<file path="src/sv/qau_pkg.sv">
// ----------------------------------------------------------------------------
// qau_pkg
// Shared types, codes and step tables of the quaternion arithmetic unit.
// ----------------------------------------------------------------------------
`timescale 1ns / 1ps

package qau_pkg;

	localparam int DATA_WIDTH_DEF = 32;
	localparam int FRAC_BITS_DEF  = 28;
	localparam int QUEUE_DEPTH    = 2;
	localparam int STEP_W         = 5;

	typedef enum logic [2:0] {
		OP_ADD  = 3'd0,
		OP_SUB  = 3'd1,
		OP_MUL  = 3'd2,
		OP_DIV  = 3'd3,
		OP_NORM = 3'd4,
		OP_MAT  = 3'd5
	} op_t;

	typedef enum logic [1:0] {
		ERR_OK    = 2'd0,
		ERR_DIV0  = 2'd1,
		ERR_NORM0 = 2'd2
	} err_t;

	// job class decided by the front end
	typedef enum logic [2:0] {
		CLS_ADD  = 3'd0,
		CLS_SUB  = 3'd1,
		CLS_MUL  = 3'd2,
		CLS_DIV  = 3'd3,
		CLS_NORM = 3'd4,
		CLS_MAT  = 3'd5,
		CLS_ZERO = 3'd6
	} cls_t;

	typedef struct packed {
		cls_t cls;
		err_t err;
	} qctl_t;

	// one multiply-accumulate step
	typedef struct packed {
		logic [1:0] ia;
		logic [1:0] ib;
		logic       b_from_a;
		logic       neg;
		logic       dbl;
		logic       add_one;
		logic       first;
		logic       last;
		logic       to_sum;
		logic [3:0] dest;
	} term_t;

	function automatic logic [STEP_W-1:0] macc_steps(input cls_t c);
		case (c)
			CLS_MUL:  return STEP_W'(16);
			CLS_NORM: return STEP_W'(4);
			CLS_MAT:  return STEP_W'(18);
			default:  return '0;
		endcase
	endfunction

	function automatic term_t term_of(input cls_t c, input logic [STEP_W-1:0] s);
		term_t      t;
		logic [1:0] grp;
		logic [1:0] k;
		logic [3:0] e;
		t   = '0;
		grp = s[3:2];
		k   = s[1:0];
		e   = s[4:1];
		case (c)
			CLS_MUL: begin
				// Hamilton product: b index is a index xor output component
				t.ia    = k;
				t.ib    = k ^ grp;
				t.first = (k == 2'd0);
				t.last  = (k == 2'd3);
				t.dest  = {2'b00, grp};
				case (grp)
					2'd0:    t.neg = (k != 2'd0);
					2'd1:    t.neg = (k == 2'd3);
					2'd2:    t.neg = (k == 2'd1);
					default: t.neg = (k == 2'd2);
				endcase
			end
			CLS_NORM: begin
				t.ia       = k;
				t.ib       = k;
				t.b_from_a = 1'b1;
				t.first    = (k == 2'd0);
				t.last     = (k == 2'd3);
				t.to_sum   = 1'b1;
			end
			CLS_MAT: begin
				t.b_from_a = 1'b1;
				t.dbl      = 1'b1;
				t.first    = !s[0];
				t.last     = s[0];
				t.dest     = e;
				case (e)
					4'd0: begin
						t.add_one = 1'b1;
						t.ia = s[0] ? 2'd3 : 2'd2; t.ib = t.ia; t.neg = 1'b1;
					end
					4'd1: begin
						t.ia = s[0] ? 2'd0 : 2'd1; t.ib = s[0] ? 2'd3 : 2'd2; t.neg = s[0];
					end
					4'd2: begin
						t.ia = s[0] ? 2'd0 : 2'd1; t.ib = s[0] ? 2'd2 : 2'd3; t.neg = 1'b0;
					end
					4'd3: begin
						t.ia = s[0] ? 2'd0 : 2'd1; t.ib = s[0] ? 2'd3 : 2'd2; t.neg = 1'b0;
					end
					4'd4: begin
						t.add_one = 1'b1;
						t.ia = s[0] ? 2'd3 : 2'd1; t.ib = t.ia; t.neg = 1'b1;
					end
					4'd5: begin
						t.ia = s[0] ? 2'd0 : 2'd2; t.ib = s[0] ? 2'd1 : 2'd3; t.neg = s[0];
					end
					4'd6: begin
						t.ia = s[0] ? 2'd0 : 2'd1; t.ib = s[0] ? 2'd2 : 2'd3; t.neg = s[0];
					end
					4'd7: begin
						t.ia = s[0] ? 2'd0 : 2'd2; t.ib = s[0] ? 2'd1 : 2'd3; t.neg = 1'b0;
					end
					default: begin
						t.add_one = 1'b1;
						t.ia = s[0] ? 2'd2 : 2'd1; t.ib = t.ia; t.neg = 1'b1;
					end
				endcase
			end
			default: ;
		endcase
		return t;
	endfunction

endpackage

</file>
<file path="src/sv/qau_front.sv">
// ----------------------------------------------------------------------------
// qau_front
// Accepts input beats, classifies the opcode and queues jobs for the back end.
// ----------------------------------------------------------------------------
`timescale 1ns / 1ps

module qau_front #(
	parameter int DATA_WIDTH = qau_pkg::DATA_WIDTH_DEF
) (
	input  logic                    clk,
	input  logic                    arst_n,
	input  logic                    item_valid,
	output logic                    item_stall,
	input  logic [2:0]              opcode,
	input  logic [DATA_WIDTH-1:0]   a_w,
	input  logic [DATA_WIDTH-1:0]   a_x,
	input  logic [DATA_WIDTH-1:0]   a_y,
	input  logic [DATA_WIDTH-1:0]   a_z,
	input  logic [DATA_WIDTH-1:0]   b_w,
	input  logic [DATA_WIDTH-1:0]   b_x,
	input  logic [DATA_WIDTH-1:0]   b_y,
	input  logic [DATA_WIDTH-1:0]   b_z,
	input  logic [DATA_WIDTH-1:0]   divisor,
	input  logic                    pop,
	output logic                    head_valid,
	output qau_pkg::qctl_t          head_ctl,
	output logic [9*DATA_WIDTH-1:0] head_data
);
	import qau_pkg::*;

	localparam int W     = DATA_WIDTH;
	localparam int PTR_W = $clog2(QUEUE_DEPTH);
	localparam int CNT_W = $clog2(QUEUE_DEPTH + 1);

	qctl_t              ctl_mem  [QUEUE_DEPTH];
	logic [9*W-1:0]     data_mem [QUEUE_DEPTH];
	logic [PTR_W-1:0]   wr_ptr_q;
	logic [PTR_W-1:0]   rd_ptr_q;
	logic [CNT_W-1:0]   cnt_q;
	qctl_t              ctl_in;
	logic               push;

	always_comb begin
		ctl_in.err = ERR_OK;
		case (op_t'(opcode))
			OP_ADD:  ctl_in.cls = CLS_ADD;
			OP_SUB:  ctl_in.cls = CLS_SUB;
			OP_MUL:  ctl_in.cls = CLS_MUL;
			OP_DIV: begin
				if (divisor == '0) begin
					ctl_in.cls = CLS_ZERO;
					ctl_in.err = ERR_DIV0;
				end else begin
					ctl_in.cls = CLS_DIV;
				end
			end
			OP_NORM: ctl_in.cls = CLS_NORM;
			OP_MAT:  ctl_in.cls = CLS_MAT;
			default: ctl_in.cls = CLS_ZERO;
		endcase
	end

	assign item_stall = (cnt_q == CNT_W'(QUEUE_DEPTH));
	assign push       = item_valid && !item_stall;
	assign head_valid = (cnt_q != '0);
	assign head_ctl   = ctl_mem[rd_ptr_q];
	assign head_data  = data_mem[rd_ptr_q];

	always_ff @(posedge clk) begin
		if (push) begin
			ctl_mem[wr_ptr_q]  <= ctl_in;
			data_mem[wr_ptr_q] <= {divisor, b_z, b_y, b_x, b_w, a_z, a_y, a_x, a_w};
		end
	end

	always_ff @(posedge clk or negedge arst_n) begin
		if (!arst_n) begin
			wr_ptr_q <= '0;
			rd_ptr_q <= '0;
			cnt_q    <= '0;
		end else begin
			if (push)
				wr_ptr_q <= wr_ptr_q + PTR_W'(1);
			if (pop)
				rd_ptr_q <= rd_ptr_q + PTR_W'(1);
			if (push && !pop)
				cnt_q <= cnt_q + CNT_W'(1);
			else if (pop && !push)
				cnt_q <= cnt_q - CNT_W'(1);
		end
	end

endmodule

</file>
<file path="config.mk">
export PLATFORM = sky130hd
export DESIGN_NAME = qau_front
export DESIGN_NICKNAME = d
export VERILOG_FILES = /design/src/sv/qau_pkg.sv /design/src/sv/qau_front.sv
export SDC_FILE = /design/constraint.sdc
export NUM_CORES = 1
export LEC_CHECK = 0
export BUFFER_PORTS_ARGS = -buffer_cell sky130_fd_sc_hd__buf_4
export CAP_MARGIN = 20
export CORE_ASPECT_RATIO = 1.75
export CORE_MARGIN = 2
export CORE_UTILIZATION = 40
export DETAILED_ROUTE_END_ITERATION = 12
export PLACE_DENSITY = 0.71
export REMOVE_ABC_BUFFERS = 1
export SETUP_SLACK_MARGIN = 0.5
export SYNTH_ARGS = -nofsm -noshare
export SYNTH_HDL_FRONTEND = slang
export SYNTH_SLANG_ARGS = --single-unit
export TNS_END_PERCENT = 20
</file>
<file path="constraint.sdc">
create_clock -name clk -period 15.41 [get_ports clk]
set_clock_uncertainty 0.1 [all_clocks]
set_input_delay 0.7705 -clock clk [delete_from_list [all_inputs] [get_ports clk]]
set_output_delay 0.7705 -clock clk [all_outputs]
set_load 0.02 [all_outputs]
</file>
==> impl_metrics.ini <==
[outcome]
status = completed

[grt]
antenna_found_initial = 6
grt_pass1_vias = 12100
grt_max_degree = 82
track_usage_pct = 17.4
grt_pass1_wl_um = 74600
grt-ovfl-total = 0

[placed_design]
io_buffers = 588
pre_cts_ws_ns = 11.11
gp_congestion = 0.878
dp.final_hpwl_um = 38100
dpl.cell_count = 2215

[critical_path]
worst_ep_arrival_time_ns = 4.01
critPathTopFamily = buffers and inverters
critPathRequiredTime_ns = 14.54
timing.rr.start = cnt_q[0]
crit_fanout = 62
cpPeakStageDelay_ns = 1.05
crit_type = reg -> out
crit_path_end_kind = output pin
crit_chain = buf_4 > buf_4 > mux2_4 > buf_4
cpMostUsedCell = buf_4
worstSetupStartpointType = flop
path_buf_inv = 3
cp_slowest_cell = dfrtp_4
startpoint = rd_ptr_q

[power]
powerDensity_nw_per_um2 = 200
p_leak_nw = 11.6
power.total_mw = 5.85
ir_drop_v = 0.000139

[clock_network]
cts.sinks = 588
clock_latency_ns = 0.58
cts_max_path_buffers = 3
cts_tree = yes
cts_made_buffers = 52
clk_pin_slew_ns = 0.07
cts-resized-gates = 0
cts-htree-levels = 2
clock-root-buffer = clkbuf_16

[detailed_routing]
vias = 11200
wirelength_um = 52600
drc = 0
ant_nets = 0
wl_per_cell_um = 22.7
via_per_inst = 4.83
drt_iter0_drc = 587
firstDrtPassIters = 4

[sta]
fin_crit_ns = 4.88
tightest_slew_ns = 1.11
fmax_ghz = 0.205
finalCritPeriodShare_pct = 31.6
hold_viol_final = 0
rsz0062_at_grt = no
setup_violations = 0
worst_slack_ns = 10.53
slew_viol_final = 0
finalSetupTns_ns = 0
maxSlewHeadroom_pct = 25.9
timing.hold.ws_ns = 0.268

[die]
die_area_um2 = 58300
die_x_um = 183
io_pins = 590
start_util_pct = 40.2
fp.dieH_um = 318
core_area_um2 = 56000
num_rows = 115

[flow_run]
max_cap_viol_count = 0

[layout]
nets = 1864
drive_above_1_share_pct = 60.4
area_delta_synth_final_pct = 29.9
final_cells = 2315

[synth]
synth_warnings = 0
synth.distinct_cells = 24
yosys_register_bits = 588
yosysSeqAreaShare_pct = 78.3
syn_inst = 947
syn-cell-area_um2 = 22500
synth.avg_cell_area_um2 = 23.8

[hold_path]
hp-class = in -> reg
min_from = b_w[12]
[power by group]
group	internal [mW]	switching (mW)	leakage [nW]
clock	0.732	0.563	0.814
sequential	2.19	0.139	5.47
combinational	1.06	1.17	5.28
[cells by family after synthesis]
logic type               count (synthesis)  share of synthesized area [%]
multiplexers                           292                           19.1
adder cells (fa/ha/maj)                  1                         0.0555
flip-flops                             588                           78.3
XOR/XNOR                                 5                          0.194
buffers and inverters                   39                           1.71
AO/OA/AOI/OAI                            3                          0.100
AND/OR/NAND/NOR                         18                          0.511
other                                    1                         0.0167
[through the flow]
stage	cell area, um2	util [%]
after CTS	29300	52.3
after global placement	27600	49.2
after floorplan	22200	-
final	29300	52.3
after global routing	29300	52.3
after detailed placement	27600	49.2
[per-layer routing]
metal | part of all wire (%) | global-route usage (%) | vias up
li1 | - | - | 5022
met1 | 33 | 16.8 | 5515
met2 | 54 | 32.2 | 502
met3 | 7.9 | 5.11 | 129
met4 | 5.3 | 10.1 | 2
met5 | 0.019 | 0 | -
[registers in the layout (all words and copies together) (netlist names)]
signal    flops
cnt_q         2
data_mem    576
wr_ptr_q      1
rd_ptr_q      1
ctl_mem       8
[final timing paths]
kind / to / cells past startpoint / slack [ns]
hold reg to reg: cnt_q[1] / 1 / 0.42
max in group asynchronous: rd_ptr_q / 2 / 14.65
min in group asynchronous: cnt_q[1] / 2 / 0.43
setup reg to reg: data_mem[0][245] / 5 / 11.81
setup / recovery: head_data[235] / 4 / 10.53
hold / removal: data_mem[1][140] / 1 / 0.27
[cells in the mapped netlist (all sizes together)]
library cell / number / area, um2
o31ai: 1 / 7.51
or2: 1 / 6.26
edfxtp: 584 / 17500
and3: 1 / 6.26
buf: 34 / 367
dfrtp: 4 / 100
ha: 1 / 12.5
clkbuf: 1 / 3.75
mux2: 292 / 4300
nand4: 2 / 12.5
xnor2: 2 / 17.5
nand2b: 1 / 6.26
nor2: 2 / 7.51
xor2: 3 / 26.3
conb: 1 / 3.75
nand2: 2 / 7.51
o21bai: 1 / 7.51
a21boi: 1 / 7.51
inv: 4 / 15.0
nor4: 9 / 68.8
[worst reg2reg max path, cell delays in order (launching register included)]
cell and delay (ns):
dfrtp_1 0.41, nand2b_1 0.17, nand2_1 0.15, nor2_4 0.80, buf_4 0.79, buf_4 0.76
[area by class of cell]
cell class              instances  area, um2
diodes                          5       12.5
well taps                     702        878
multi-input cells             320       4510
flip-flops and latches        588      17600
fillers                      4415      26700
clock inverters                32        325
clock buffers                  62       1360
repair buffers                602       4520
inverters                       4       15.0
[placed cells by master (no fill, tap or decap), types with 2 or more instances in the layout]
cell,n
buf_4,601
bufinv_16,6
clkbuf_1,9
clkbuf_16,53
clkinv_1,12
clkinv_2,5
clkinvlp_4,3
dfrtp_1,3
diode_2,5
edfxtp_1,584
inv_1,4
inv_6,5
mux2_2,22
mux2_4,270
nand2_1,2
nand4_1,2
nor4_1,7
nor4_2,2
xnor2_1,2
xor2_1,3
[timing repair]
action / CTS / global route
buffers inserted: 0 / 0
hold buffers: 1 / 0
hold endpoints to repair: 4 / 0
(Power assumes the default switching activity.)
